**config.mk**
```make
export PLATFORM = sky130hd
export DESIGN_NAME = tap_drag_gesture_recognizer
export DESIGN_NICKNAME = d
export VERILOG_FILES = /design/src/rtl/tdg_pkg.sv /design/src/rtl/tap_drag_gesture_recognizer.sv
export SDC_FILE = /design/constraint.sdc
export NUM_CORES = 1
export LEC_CHECK = 0
export BUFFER_PORTS_ARGS = -buffer_cell sky130_fd_sc_hd__buf_2
export CAP_MARGIN = 20
export CORE_MARGIN = 1.5
export CORE_UTILIZATION = 32
export DETAILED_ROUTE_END_ITERATION = 10
export PLACE_DENSITY_LB_ADDON = 0.05
export SYNTH_ARGS = -nofsm -noshare
export SYNTH_HDL_FRONTEND = slang
export SYNTH_SLANG_ARGS = --single-unit
```
**constraint.sdc**
```tcl
create_clock -name clk_i -period 6.7 [get_ports clk_i]
set_clock_uncertainty 0.1 [all_clocks]
set_input_delay 0.67 -clock clk_i [delete_from_list [all_inputs] [get_ports clk_i]]
set_output_delay 0.67 -clock clk_i [all_outputs]
set_load 0.02 [all_outputs]
```
**src/rtl/tdg_pkg.sv**
```systemverilog
// Shared codes, field widths and register indexes for the tap and drag gesture recogniser.
package tdg_pkg;

  // Button event codes
  localparam logic [1:0] EV_NONE    = 2'd0;
  localparam logic [1:0] EV_PRESS   = 2'd1;
  localparam logic [1:0] EV_RELEASE = 2'd2;

  // Gesture phase codes
  localparam logic [2:0] PH_START    = 3'd0;
  localparam logic [2:0] PH_TOUCH    = 3'd1;
  localparam logic [2:0] PH_MOVE     = 3'd2;
  localparam logic [2:0] PH_PENDING  = 3'd3;
  localparam logic [2:0] PH_POSSIBLE = 3'd4;
  localparam logic [2:0] PH_DRAG     = 3'd5;

  // Configuration register indexes
  localparam int unsigned CFG_IDX_W = 3;
  localparam logic [CFG_IDX_W-1:0] REG_PRESS_ON   = 3'd0;
  localparam logic [CFG_IDX_W-1:0] REG_PRESS_OFF  = 3'd1;
  localparam logic [CFG_IDX_W-1:0] REG_MOVE_DIST  = 3'd2;
  localparam logic [CFG_IDX_W-1:0] REG_BOTTOM     = 3'd3;
  localparam logic [CFG_IDX_W-1:0] REG_TAP_EN     = 3'd4;
  localparam logic [CFG_IDX_W-1:0] REG_CLICKPAD   = 3'd5;
  localparam logic [CFG_IDX_W-1:0] REG_TAP_TMO    = 3'd6;

  // Fixed field widths
  localparam int unsigned EVENT_W     = 2;
  localparam int unsigned PHASE_W     = 3;
  localparam int unsigned TIMEOUT_W   = 16;
  localparam int unsigned MAX_EVENTS  = 4;
  localparam int unsigned EV_IDX_W    = 2;
  localparam int unsigned OUT_TDATA_W = 8;

endpackage

```
**src/rtl/tap_drag_gesture_recognizer.sv**
```systemverilog
// Tap and drag gesture recogniser: input register, single-pass update, result beat buffer.
//
//  Channel   | Direction | Handshake                    | Payload
//  s_axis    | in        | s_axis_tvalid/s_axis_tready  | tdata: packet fields, tuser: cmd
//  m_axis    | out       | m_axis_tvalid/m_axis_tready  | tdata: event/contact/phase, tlast
//  cfg       | in        | cfg_we_i                     | cfg_idx_i, cfg_data_i
//
// An item waits in the input register and is handled in one pass into the result buffer,
// which then gives one beat per cycle while m_axis_tready is high: 1 to 4 beats per item
// (1 for an item with no event, 4 for a double tap).
// The input register takes the next beat while results still drain.
// Reset (asynchronous, active low) clears contact, phase, timer and both valid flags.
// A stalled output holds its beat; the input register then fills and tready drops.
module tap_drag_gesture_recognizer #(
  parameter int unsigned COORD_BITS    = 13,
  parameter int unsigned PRESSURE_BITS = 8,
  parameter int unsigned TIMER_BITS    = 16
) (
  input  logic                            clk_i,
  input  logic                            rst_ni,
  // Input stream
  input  logic                            s_axis_tvalid,
  output logic                            s_axis_tready,
  // tdata, low bit up: pos_x, pos_x_valid, pos_y, pos_y_valid, press_value, press_valid, zeros
  input  logic [((2*COORD_BITS+PRESSURE_BITS+3+7)/8)*8-1:0] s_axis_tdata,
  // tuser: cmd (0 touch packet, 1 timer tick)
  input  logic                            s_axis_tuser,
  // Result stream
  output logic                            m_axis_tvalid,
  input  logic                            m_axis_tready,
  // tdata, low bit up: button_event[1:0], finger_down, gesture_phase[2:0], zeros
  output logic [tdg_pkg::OUT_TDATA_W-1:0] m_axis_tdata,
  // tlast: last_of_run
  output logic                            m_axis_tlast,
  // Configuration write port
  input  logic                            cfg_we_i,
  input  logic [tdg_pkg::CFG_IDX_W-1:0]   cfg_idx_i,
  input  logic [((COORD_BITS > PRESSURE_BITS) ?
                 ((COORD_BITS > 16) ? COORD_BITS : 16) :
                 ((PRESSURE_BITS > 16) ? PRESSURE_BITS : 16))-1:0] cfg_data_i
);
  import tdg_pkg::*;

  localparam int unsigned IN_W       = 2*COORD_BITS + PRESSURE_BITS + 3;
  localparam int unsigned OFF_XV     = COORD_BITS;
  localparam int unsigned OFF_Y      = COORD_BITS + 1;
  localparam int unsigned OFF_YV     = 2*COORD_BITS + 1;
  localparam int unsigned OFF_P      = 2*COORD_BITS + 2;
  localparam int unsigned OFF_PV     = 2*COORD_BITS + PRESSURE_BITS + 2;

  // Configuration registers
  logic [PRESSURE_BITS-1:0] press_on_q, press_off_q;
  logic [COORD_BITS-1:0]    move_dist_q, bottom_q;
  logic                     tap_en_q, clickpad_q;
  logic [TIMEOUT_W-1:0]     tap_tmo_q;

  // Input register
  logic                     in_valid_q;
  logic [IN_W-1:0]          in_data_q;
  logic                     in_cmd_q;

  // Gesture state
  logic                     contact_q, contact_d;
  logic                     prev_contact_q, prev_contact_d;
  logic [COORD_BITS-1:0]    last_x_q, last_x_d, last_y_q, last_y_d;
  logic [COORD_BITS-1:0]    tp_x_q, tp_x_d, tp_y_q, tp_y_d;
  logic                     bottom_on_q, bottom_on_d;
  logic [PHASE_W-1:0]       phase_q, phase_d;
  logic [TIMER_BITS-1:0]    timer_q, timer_d;

  // Result buffer
  logic                     out_valid_q;
  logic [EVENT_W-1:0]       ev_q [MAX_EVENTS];
  logic [EVENT_W-1:0]       ev_d [MAX_EVENTS];
  logic [EV_IDX_W-1:0]      ev_last_q, ev_last_d;
  logic [EV_IDX_W-1:0]      ev_idx_q;
  logic [2:0]               ev_cnt;

  // Unpacked input fields
  logic [COORD_BITS-1:0]    x, y, dx, dy;
  logic                     xv, yv, pv;
  logic [PRESSURE_BITS-1:0] p;
  logic                     touch, release_ev, move, tap_ok;
  logic [TIMER_BITS-1:0]    tmo_ld;

  logic                     out_last, out_free, proc_fire, in_fire, out_fire;

  assign out_last  = (ev_idx_q == ev_last_q);
  assign out_fire  = out_valid_q && m_axis_tready;
  assign out_free  = !out_valid_q || (m_axis_tready && out_last);
  assign proc_fire = in_valid_q && out_free;
  assign s_axis_tready = !in_valid_q || proc_fire;
  assign in_fire   = s_axis_tvalid && s_axis_tready;

  assign x  = in_data_q[COORD_BITS-1:0];
  assign xv = in_data_q[OFF_XV];
  assign y  = in_data_q[OFF_Y +: COORD_BITS];
  assign yv = in_data_q[OFF_YV];
  assign p  = in_data_q[OFF_P +: PRESSURE_BITS];
  assign pv = in_data_q[OFF_PV];

  assign dx = (x >= tp_x_q) ? (x - tp_x_q) : (tp_x_q - x);
  assign dy = (y >= tp_y_q) ? (y - tp_y_q) : (tp_y_q - y);

  // Timeout load value; zero acts as one tick
  assign tmo_ld = (TIMER_BITS'(tap_tmo_q) == '0) ? TIMER_BITS'(1) : TIMER_BITS'(tap_tmo_q);

  // Work out the next state and the event list for the item in the input register
  always_comb begin
    contact_d      = contact_q;
    prev_contact_d = prev_contact_q;
    last_x_d       = last_x_q;
    last_y_d       = last_y_q;
    tp_x_d         = tp_x_q;
    tp_y_d         = tp_y_q;
    bottom_on_d    = bottom_on_q;
    phase_d        = phase_q;
    timer_d        = timer_q;
    ev_cnt         = 3'd0;
    for (int i = 0; i < MAX_EVENTS; i++) begin
      ev_d[i] = EV_NONE;
    end
    touch      = 1'b0;
    release_ev = 1'b0;
    move       = 1'b0;
    tap_ok     = 1'b0;

    if (in_cmd_q) begin
      // Timer tick: count down, send a pending tap on expiry
      if (timer_q != '0) begin
        timer_d = timer_q - TIMER_BITS'(1);
        if (timer_q == TIMER_BITS'(1) && phase_q == PH_PENDING) begin
          ev_d[0] = EV_PRESS;
          ev_d[1] = EV_RELEASE;
          ev_cnt  = 3'd2;
          phase_d = PH_START;
        end
      end
    end else begin
      // Pressure hysteresis
      if (pv) begin
        if (!contact_q) begin
          if (p > press_on_q) contact_d = 1'b1;
        end else if (p < press_off_q) begin
          contact_d = 1'b0;
        end
      end
      touch      = contact_d && !prev_contact_q;
      release_ev = !contact_d && prev_contact_q;
      move       = contact_d && !touch &&
                   ((xv && (dx >= move_dist_q)) || (yv && (dy >= move_dist_q)));

      // Latch the touch-down point
      if (touch) begin
        tp_x_d      = xv ? x : last_x_q;
        tp_y_d      = yv ? y : last_y_q;
        bottom_on_d = ((yv ? y : last_y_q) > bottom_q);
      end
      tap_ok = tap_en_q && !(clickpad_q && bottom_on_d);

      // Tap machine
      case (phase_q)
        PH_START: begin
          if (touch) phase_d = PH_TOUCH;
        end
        PH_TOUCH: begin
          if (move) begin
            phase_d = PH_MOVE;
          end else if (release_ev) begin
            phase_d = PH_START;
            if (tap_ok) begin
              timer_d = tmo_ld;
              phase_d = PH_PENDING;
            end
          end
        end
        PH_MOVE: begin
          if (release_ev) phase_d = PH_START;
        end
        PH_PENDING: begin
          if (touch) begin
            timer_d = '0;
            if (tap_ok) begin
              phase_d = PH_POSSIBLE;
            end else begin
              ev_d[0] = EV_PRESS;
              ev_d[1] = EV_RELEASE;
              ev_cnt  = 3'd2;
              phase_d = PH_TOUCH;
            end
          end
        end
        PH_POSSIBLE: begin
          if (move) begin
            ev_d[0] = EV_PRESS;
            ev_cnt  = 3'd1;
            phase_d = PH_DRAG;
          end else if (release_ev) begin
            ev_d[0] = EV_PRESS;
            ev_d[1] = EV_RELEASE;
            ev_d[2] = EV_PRESS;
            ev_d[3] = EV_RELEASE;
            ev_cnt  = 3'd4;
            phase_d = PH_START;
          end
        end
        PH_DRAG: begin
          if (release_ev) begin
            ev_d[0] = EV_RELEASE;
            ev_cnt  = 3'd1;
            phase_d = PH_START;
          end
        end
        default: begin
          phase_d = PH_START;
        end
      endcase

      prev_contact_d = contact_d;
      if (xv) last_x_d = x;
      if (yv) last_y_d = y;
    end

    // One beat even when there is no event
    ev_last_d = (ev_cnt == 3'd0) ? EV_IDX_W'(0) : EV_IDX_W'(ev_cnt - 3'd1);
  end

  // Configuration writes; unknown indexes are dropped
  always_ff @(posedge clk_i or negedge rst_ni) begin
    if (!rst_ni) begin
      press_on_q  <= PRESSURE_BITS'(30);
      press_off_q <= PRESSURE_BITS'(25);
      move_dist_q <= COORD_BITS'(100);
      bottom_q    <= COORD_BITS'(4000);
      tap_en_q    <= 1'b1;
      clickpad_q  <= 1'b0;
      tap_tmo_q   <= TIMEOUT_W'(180);
    end else if (cfg_we_i) begin
      case (cfg_idx_i)
        REG_PRESS_ON:  press_on_q  <= cfg_data_i[PRESSURE_BITS-1:0];
        REG_PRESS_OFF: press_off_q <= cfg_data_i[PRESSURE_BITS-1:0];
        REG_MOVE_DIST: move_dist_q <= cfg_data_i[COORD_BITS-1:0];
        REG_BOTTOM:    bottom_q    <= cfg_data_i[COORD_BITS-1:0];
        REG_TAP_EN:    tap_en_q    <= cfg_data_i[0];
        REG_CLICKPAD:  clickpad_q  <= cfg_data_i[0];
        REG_TAP_TMO:   tap_tmo_q   <= cfg_data_i[TIMEOUT_W-1:0];
        default: ;
      endcase
    end
  end

  // Input register: hold the beat until it has been processed
  always_ff @(posedge clk_i or negedge rst_ni) begin
    if (!rst_ni) begin
      in_valid_q <= 1'b0;
    end else if (in_fire) begin
      in_valid_q <= 1'b1;
    end else if (proc_fire) begin
      in_valid_q <= 1'b0;
    end
  end

  always_ff @(posedge clk_i) begin
    if (in_fire) begin
      in_data_q <= s_axis_tdata[IN_W-1:0];
      in_cmd_q  <= s_axis_tuser;
    end
  end

  // Gesture state update
  always_ff @(posedge clk_i or negedge rst_ni) begin
    if (!rst_ni) begin
      contact_q      <= 1'b0;
      prev_contact_q <= 1'b0;
      last_x_q       <= '0;
      last_y_q       <= '0;
      tp_x_q         <= '0;
      tp_y_q         <= '0;
      bottom_on_q    <= 1'b0;
      phase_q        <= PH_START;
      timer_q        <= '0;
    end else if (proc_fire) begin
      contact_q      <= contact_d;
      prev_contact_q <= prev_contact_d;
      last_x_q       <= last_x_d;
      last_y_q       <= last_y_d;
      tp_x_q         <= tp_x_d;
      tp_y_q         <= tp_y_d;
      bottom_on_q    <= bottom_on_d;
      phase_q        <= phase_d;
      timer_q        <= timer_d;
    end
  end

  // Result buffer: load on processing, advance one beat per handshake
  logic                 res_contact_q;
  logic [PHASE_W-1:0]   res_phase_q;

  always_ff @(posedge clk_i or negedge rst_ni) begin
    if (!rst_ni) begin
      out_valid_q <= 1'b0;
      ev_idx_q    <= '0;
      ev_last_q   <= '0;
    end else if (proc_fire) begin
      out_valid_q <= 1'b1;
      ev_idx_q    <= '0;
      ev_last_q   <= ev_last_d;
    end else if (out_fire) begin
      if (out_last) begin
        out_valid_q <= 1'b0;
      end else begin
        ev_idx_q <= ev_idx_q + EV_IDX_W'(1);
      end
    end
  end

  always_ff @(posedge clk_i) begin
    if (proc_fire) begin
      for (int i = 0; i < MAX_EVENTS; i++) begin
        ev_q[i] <= ev_d[i];
      end
      res_contact_q <= contact_d;
      res_phase_q   <= phase_d;
    end
  end

  // Drive the result beat
  assign m_axis_tvalid = out_valid_q;
  assign m_axis_tlast  = out_last;
  assign m_axis_tdata  = {2'b00, res_phase_q, res_contact_q, ev_q[ev_idx_q]};

  logic unused_pad;
  assign unused_pad = ^s_axis_tdata;

endmodule

```
==> impl_metrics.toml, run 1 <==
[hold_path]
hold_path.class = "input pin to async pin"

[synthesis]
ys_seq_area_frac = 0.429
synth_area_leader_cell = "dfrtp_1"
ys.flop_type = "dfrtp_1"
synth_top_area_frac = 0.260
synth_area_per_cell_um2 = 9.61
async_flop_share = 0.753
synthCells = 1190
synth.most_common_cell = "inv_1"
ys_ff_latch = 186
yosysUniqueCellTypes = 74
syn-cell-area_mm2 = 0.0114
synth.area.top_cells = "dfrtp_1, edfxtp_1, ha_1, dfstp_2, o21ai_0"
synth_edf_count = 46
ys_warn_count = 0
synth_common_cells = "inv_1, dfrtp_1, nand2_1"

[die]
dieWidth_um = 192
start_util = 0.323
core_mm2 = 0.0354
die_height_um = 192
top_level_ports = 76
die_area_mm2 = 0.0369
rows = 69

[finish]
fillers = 3665
syn2layout_area_growth_pct = 12.5
diodes = 0
seqCellArea_mm2 = 0.00491
fin_nets = 1416
final_area_mm2 = 0.0129
layout-drive-gt1-share = 0.155
multi_input_area_mm2 = 0.00584

[clock_tree]
clock_sinks = 186
clockBufferDepth = 2
cts_buffers = 17
post_cts_buffers = 0
post_cts_resized = 0
insertion_delay_ns = 0.45
cts_max_level = 4
cts_root_buf = "clkbuf_16"
ctsHoldBuffers = 0
cts_tree = "built"
cts.clk_slew.worst_paths_ns = 0.08

[timing]
fin_crit_sh = 0.794
finalSetupViolCount = 0
fin_crit_ns = 5.32
hold_viol = 0
slew_headroom = 0.288
worst_pin_slew_ns = 1.07
postLayoutSetupSlackWorst_ns = 1.38
fmax_mhz = 188
setup_tns_ns = 0
slew_violations = 0
rsz0062_at_grt = "false"

[pwr]
p_per_area_mw_per_mm2 = 491
peakVddDrop_v = 0.000242
p_leak_nw = 5.80
p_total_mw = 6.32

[routing]
postRouteAntennaNets = 0
wire_per_inst_um = 17.3
viasPerCell = 4.97
dr.first_iter.drc_count = 453
routed_wl_um = 29600
firstDrtPassIters = 6
vias = 8531
drc_errors = 0

[status]
status = "complete, no violations"

[global_routing]
grt_max_degree = 73
grtUsageTotal = 0.167
grt_pass1_wl_um = 47000
overflow = 0
grt_pass1_vias = 8294
antenna_found_initial = 0

[worst_setup_path]
slowest_stage = "o41ai_4"
cp_cell_sequence = "inv_1 -> ha_1 -> a211oi_2 -> o211ai_1 -> a21oi_2 -> o31ai_2 -> o41ai_4 -> mux2_2 -> o2111ai_1 -> nor4b_2 -> ha_1 -> a2111oi_0 -> nand2_1 -> a21oi_1 -> o21ai_0 -> a211o_1 -> and4_1 -> o211ai_1 -> nand2_1"
arrival_ns = 5.42
required_ns = 6.80
critPathKind = "register to register"
critical_path.max_fanout = 7
cp_slowest_stage_delay_ns = 0.47
cp-start-kind = "register"
critPathBufInv = 1
cp_top_family = "compound AO/OA/AOI/OAI gates"
ff2ff_setup_slack_ns = 1.38
cp-end-kind = "register"

[placement]
place_ws_ns = 1.41
hpwl_um = 21700
numPortBuffers = 70
gp_congestion = 0.788
dpl_cell_area_mm2 = 0.0122

[run]
maxCapViolations = 0
cell usage in the layout (no fill, tap or decap), types with 6 or more instances in the layout:
| master | instances |
|---|---|
| o31ai_1 | 10 |
| buf_2 | 69 |
| dfrtp_1 | 119 |
| nand3_1 | 19 |
| o22ai_1 | 19 |
| xnor2_1 | 10 |
| nor3b_1 | 6 |
| clkbuf_16 | 18 |
| nor3_1 | 15 |
| edfxtp_1 | 46 |
| buf_4 | 9 |
| mux2_2 | 40 |
| a31oi_1 | 13 |
| or3_1 | 6 |
| o21ai_0 | 110 |
| nand2b_1 | 9 |
| ha_1 | 106 |
| mux2i_1 | 37 |
| nand2_1 | 114 |
| xor2_1 | 11 |
| a211oi_1 | 11 |
| a21oi_1 | 77 |
| nor2_1 | 56 |
| nor4_1 | 12 |
| and3_1 | 10 |
| a21boi_0 | 6 |
| a21o_1 | 14 |
| inv_1 | 128 |
| nand4_1 | 13 |
| inv_8 | 7 |
| o211ai_1 | 9 |
| nor2b_1 | 13 |
| dfstp_2 | 21 |
layer usage:
layer	global-route usage	wire length (µm)	part of all wire
met1	0.236	15100	0.51
met2	0.264	13300	0.45
met3	0.0238	746	0.025
met4	0.0540	441	0.015
met5	0	0	0
metrics by stage:
stage	cells	hold WS [ns]	utilization
CTS	1714	0.152	0.363
global route	1715	0.184	0.364
detailed placement	1682	0.370	0.346
floorplan	1191	0.274	-
finish	1715	0.142	0.364
global placement	1682	0.363	0.346
logic make-up (layout without fill, tap and decap cells):
family	count (synthesis)	in the layout	share of synthesized area
buf+inv	178	241	0.0618
flops	186	186	0.429
fa+ha+maj	110	110	0.123
other cells	1	2	0.000328
simple gates	300	300	0.128
xor+xnor	21	21	0.0161
compound gates	316	316	0.168
mux	78	78	0.0731
worst paths after layout:
path                                   from             end  cells past startpoint
hold reg to reg                 last_y_q[1]     last_y_q[1]                      2
setup / recovery              in_data_q[21]  res_phase_q[1]                     19
min in group clk_i         s_axis_tdata[28]   in_data_q[28]                      1
setup reg to reg              in_data_q[21]  res_phase_q[1]                     19
hold / removal                       rst_ni      timer_q[8]                      1
max in group asynchronous            rst_ni  move_dist_q[4]                      2
state kept, by name, indices dropped and copies added, names as in the netlist, 13 cells and up:
signal and cells:
bottom_q 13, in_data_q 37, last_x_q 13, last_y_q 13
move_dist_q 13, tap_tmo_q 16, timer_q 16, tp_x_q 13
tp_y_q 13
area by class of cell:
class,count,area share
Clock inverter,14,0.0126
Inverter,129,0.0376
Multi-Input combinational cell,827,0.453
Clock buffer,18,0.0350
Timing Repair Buffer,80,0.0351
Tap cell,461,0.0448
Sequential cell,186,0.382
power breakdown:
group	switching (mW)	internal [mW]
logic	1.98	1.38
clock network	0.533	0.530
registers	0.307	1.59
total	2.82	3.50
worst register-to-register path: cells and delay by family (launching register included):
| family | cells | cell delay [ns] |
|---|---|---|
| mux | 1 | 0.45 |
| simple gates | 4 | 0.76 |
| buf+inv | 1 | 0.06 |
| fa+ha+maj | 2 | 0.73 |
| flops | 1 | 0.39 |
| compound gates | 11 | 2.60 |
Note: power is estimated with default switching activity, not from simulation.
==> run 2: changes to the inputs <==
==> constraint.sdc (replaced) <==
create_clock -name clk_i -period 5.39 [get_ports clk_i]
set_clock_uncertainty 0.1 [all_clocks]
set_input_delay 0.539 -clock clk_i [delete_from_list [all_inputs] [get_ports clk_i]]
set_output_delay 0.539 -clock clk_i [all_outputs]
set_load 0.02 [all_outputs]
==> impl_metrics.toml, run 2 (synthesized netlist as in run 1, its figures left out) <==
[pwr]
p_per_area_mw_per_mm2 = 611
p_leak_nw = 5.83
peakVddDrop_v = 0.000299
p_total_mw = 7.88

[die]
rows = 69
core_mm2 = 0.0354
dieWidth_um = 192
die_height_um = 192
top_level_ports = 76
start_util = 0.323
die_area_mm2 = 0.0369

[finish]
syn2layout_area_growth_pct = 12.7
diodes = 0
fillers = 3662
layout_common_cells = "inv_1, dfrtp_1, nand2_1"
reg_top3 = "in_data_q x37, tap_tmo_q x16, timer_q x16"
layout-drive-gt1-share = 0.161
largest_reg_flops = 37
final_common_cell = "inv_1"
fin_nets = 1426
largest_register = "in_data_q"

[timing]
fin_crit_ns = 4.97
slew_headroom = 0.304
postLayoutSetupSlackWorst_ns = 0.422
whs_ns = 0.0700
hold_viol = 0
fin_crit_sh = 0.922
finalSetupViolCount = 0
setup_tns_ns = 0
rsz0062_at_grt = "false"
slew_violations = 0
worst_pin_slew_ns = 1.04
fmax_mhz = 201

[clock_tree]
cts.clk_slew.worst_paths_ns = 0.08
cts_buffers = 17
ctsHoldBuffers = 0
cts_tree = "built"
insertion_delay_ns = 0.45
cts_max_level = 4
clock_sinks = 186
cts_root_buf = "clkbuf_16"
post_cts_buffers = 0
clockBufferDepth = 2

[status]
status = "complete, no violations"

[worst_setup_path]
critPathKind = "register to register"
cp-end-kind = "register"
required_ns = 5.48
critical_path.max_fanout = 7
reg2reg_depth = 19
cp-start-kind = "register"
arrival_ns = 5.06
ff2ff_setup_slack_ns = 0.42

[routing]
wl_met3_um = 570
routed_wl_um = 30100
dr.first_iter.drc_count = 484
top_layer = "met4"
dr_wl_met2_um = 13600
firstDrtPassIters = 6
wire_per_inst_um = 17.4
vias = 8604
postRouteAntennaNets = 0
met1_length_um = 15500
drc_errors = 0
viasPerCell = 4.99

[global_routing]
overflow = 0
grt_max_degree = 83
grt_pass1_wl_um = 48100
grtUsageTotal = 0.171
antenna_found_initial = 0
grt_pass1_vias = 8512

[placement]
gp_congestion = 0.791
numPortBuffers = 70
hpwl_um = 22200
place_ws_ns = 0.263

[run]
maxCapViolations = 0

[hold_path]
hold_path.class = "input pin to async pin"
-- run 2: cell type report --
cell class / count / area [µm²] / area share
timing repair buffer: 90 / 507 / 0.0393
multi-input combinational: 827 / 5860 / 0.454
clock inverter: 12 / 101 / 0.00786
inverter: 129 / 484 / 0.0376
sequential: 186 / 4910 / 0.381
clock buffer: 20 / 458 / 0.0355
tap: 461 / 577 / 0.0447
-- run 2: final timing paths --
check,start,end
hold reg to reg,last_y_q[5],last_y_q[5]
max in group asynchronous,rst_ni,bottom_q[9]
hold / removal,rst_ni,tap_tmo_q[13]
min in group clk_i,s_axis_tdata[35],in_data_q[35]
setup / recovery,in_data_q[21],res_phase_q[1]
setup reg to reg,in_data_q[21],res_phase_q[1]
-- run 2: critical path, stage by stage, from the launching register on --
cell and delay [ns]:
edfxtp_1 0.38, inv_1 0.05, ha_1 0.40, a211oi_2 0.25
o211ai_1 0.12, a21oi_2 0.18, o31ai_2 0.12, o41ai_4 0.40
mux2_2 0.43, o2111ai_1 0.22, nor4b_4 0.26, ha_1 0.31
a2111oi_2 0.31, nand2_1 0.09, a21oi_1 0.11, o21ai_0 0.09
a211o_1 0.37, and4_1 0.24, o211ai_1 0.21, nand2_1 0.07
-- run 2: stage by stage --
step / std cells / area, µm² / utilization
after floorplan: 1191 / 11400 / -
after global placement: 1693 / 12300 / 0.348
after detailed placement: 1693 / 12300 / 0.348
after CTS: 1725 / 12900 / 0.364
after global routing: 1725 / 12900 / 0.364
final: 1725 / 12900 / 0.364
-- run 2: what timing repair did --
item                                    CTS  global route
gates resized for setup                   0             5
endpoints found under the hold margin     0             0
endpoints found under the setup margin    0             3
-- run 2: where the power goes --
part           switching (mW)  internal, mW
Clock                   0.611         0.635
Combinational            2.50          1.78
Sequential              0.374          1.98
Total                    3.48          4.39
-- run 2: per-layer routing --
metal,track usage,vias up
met5,0,-
met4,0.0462,0
met3,0.0245,21
met2,0.272,102
met1,0.242,4151
li1,-,4330
==> run 3: changes to the inputs <==
--- a/config.mk
+++ b/config.mk
@@ -8,9 +8,9 @@
 export BUFFER_PORTS_ARGS = -buffer_cell sky130_fd_sc_hd__buf_2
 export CAP_MARGIN = 20
 export CORE_MARGIN = 1.5
-export CORE_UTILIZATION = 32
+export CORE_UTILIZATION = 50
 export DETAILED_ROUTE_END_ITERATION = 10
-export PLACE_DENSITY_LB_ADDON = 0.05
+export PLACE_DENSITY = 0.68
 export SYNTH_ARGS = -nofsm -noshare
 export SYNTH_HDL_FRONTEND = slang
 export SYNTH_SLANG_ARGS = --single-unit
==> impl_metrics.toml, run 3 (synthesized netlist as in run 1, its figures left out) <==
[die]
rows = 55
core_mm2 = 0.0226
start_util = 0.507
die_area_mm2 = 0.0238
dieWidth_um = 154
die_height_um = 154
top_level_ports = 76

[routing]
postRouteAntennaNets = 0
firstDrtPassIters = 5
routed_wl_um = 25800
dr.first_iter.drc_count = 624
wire_per_inst_um = 16.7
drc_errors = 0
viasPerCell = 5.56
vias = 8574

[clock_tree]
cts_root_buf = "clkbuf_16"
insertion_delay_ns = 0.45
cts.clk_slew.worst_paths_ns = 0.07
clock_sinks = 186
cts_max_level = 4
ctsHoldBuffers = 0
cts_tree = "built"
clockBufferDepth = 2
cts_buffers = 17

[placement]
hpwl_um = 18700
numPortBuffers = 70
gp_congestion = 0.891
place_ws_ns = 0.320
dpl_cell_area_mm2 = 0.0120

[global_routing]
grt_pass1_vias = 8252
grtUsageTotal = 0.228
antenna_found_initial = 0
overflow = 0
grt_pass1_wl_um = 42800
grt_max_degree = 91

[worst_setup_path]
startpoint = "in_data_q[21]"
critPathBufInv = 1
r2r_end = "res_phase_q[0]"
ff2ff_setup_slack_ns = 0.40
cp_top_family = "compound AO/OA/AOI/OAI gates"
slowest_stage = "o41ai_4"
critical_path.max_fanout = 7
cp-endpoint = "res_phase_q[0]"
reg2reg_depth = 19
cp_num_cells = 19
r2r_start = "in_data_q[21]"
arrival_ns = 5.15
required_ns = 5.55
cp_slowest_stage_delay_ns = 0.47
cp-start-kind = "register"
cp-end-kind = "register"
cp_cell_sequence = "inv_1 -> ha_1 -> a211oi_2 -> o211ai_1 -> a21oi_2 -> o31ai_2 -> o41ai_4 -> mux2_2 -> o2111ai_1 -> nor4b_2 -> ha_1 -> a2111oi_2 -> nand2_1 -> a21oi_1 -> o21ai_0 -> a211o_1 -> mux2i_1 -> a22oi_1 -> o31ai_2"
critPathKind = "register to register"

[finish]
layout-drive-gt1-share = 0.158
syn2layout_area_growth_pct = 11.0
reg_top3 = "in_data_q x37, tap_tmo_q x16, timer_q x16"
final_area_mm2 = 0.0127
fin_nets = 1419
largest_reg_flops = 37
diodes = 0
final_common_cell = "inv_1"
utilization = 0.562
layout_common_cells = "inv_1, dfrtp_1, nand2_1"
largest_register = "in_data_q"

[timing]
slew_headroom = 0.383
postLayoutSetupSlackWorst_ns = 0.403
whs_ns = 0.0508
fmax_mhz = 201
finalSetupViolCount = 0
worst_pin_slew_ns = 0.923
slew_violations = 0
hold_viol = 0
setup_tns_ns = 0
fin_crit_ns = 4.99
fin_crit_sh = 0.925
rsz0062_at_grt = "false"

[pwr]
peakVddDrop_v = 0.000383
p_leak_nw = 5.81
p_per_area_mw_per_mm2 = 617

[hold_path]
hold_path.class = "input pin to async pin"

[status]
status = "complete, no violations"

[run]
maxCapViolations = 0
run 3: what timing repair did:
item / CTS / global route
setup endpoints to repair: 0 / 3
buffers inserted: 0 / 1
resized for setup: 0 / 3
run 3: cell type report:
class                      count  area [µm²]
clock inverter                13         145
tap                          285         357
fill                        2010        9880
clock buffer                  19         454
multi-input combinational    827        5850
sequential                   186        4910
inverter                     129         484
timing repair buffer          83         494
run 3: worst min path at each step:
| stage | startpoint | end | slack [ns] | cells past startpoint |
|---|---|---|---|---|
| after floorplan | rst_ni | bottom_on_q | 0.14 | 0 |
| after global placement | bottom_on_q | bottom_on_q | 0.36 | 2 |
| after detailed placement | tp_x_q[12] | tp_x_q[12] | 0.37 | 2 |
| after CTS | rst_ni | timer_q[14] | 0.12 | 1 |
| after global routing | s_axis_tdata[6] | in_data_q[6] | 0.15 | 1 |
| final | rst_ni | ev_idx_q[1] | 0.05 | 1 |
run 3: where the power goes:
group          switching, mW  internal [mW]
clock                  0.622          0.647
combinational           2.44           1.76
sequential             0.369           1.98
run 3: through the flow:
stage / power (mW) / instances
2_1_floorplan: 5.45 / 1191
3_3_place_gp: 6.32 / 1507
3_5_place_dp: 6.45 / 1507
4_1_cts: 7.77 / 1539
5_1_grt: 8.53 / 1542
6_report: 7.83 / 1542
run 3: metal layers:
| metal | routed length (µm) | track usage |
|---|---|---|
| met1 | 12500 | 0.324 |
| met2 | 11700 | 0.358 |
| met3 | 1130 | 0.0401 |
| met4 | 372 | 0.0650 |
| met5 | 0 | 0 |
run 3: worst reg2reg max path, delay by kind of cell, from the launching register on:
| family | cells | cell delay, ns |
|---|---|---|
| DFF | 1 | 0.40 |
| AOI/OAI and AO/OA | 12 | 2.52 |
| adders and majority gates | 2 | 0.71 |
| buffers and inverters | 1 | 0.07 |
| and+or+nand+nor | 2 | 0.33 |
| muxes | 2 | 0.69 |
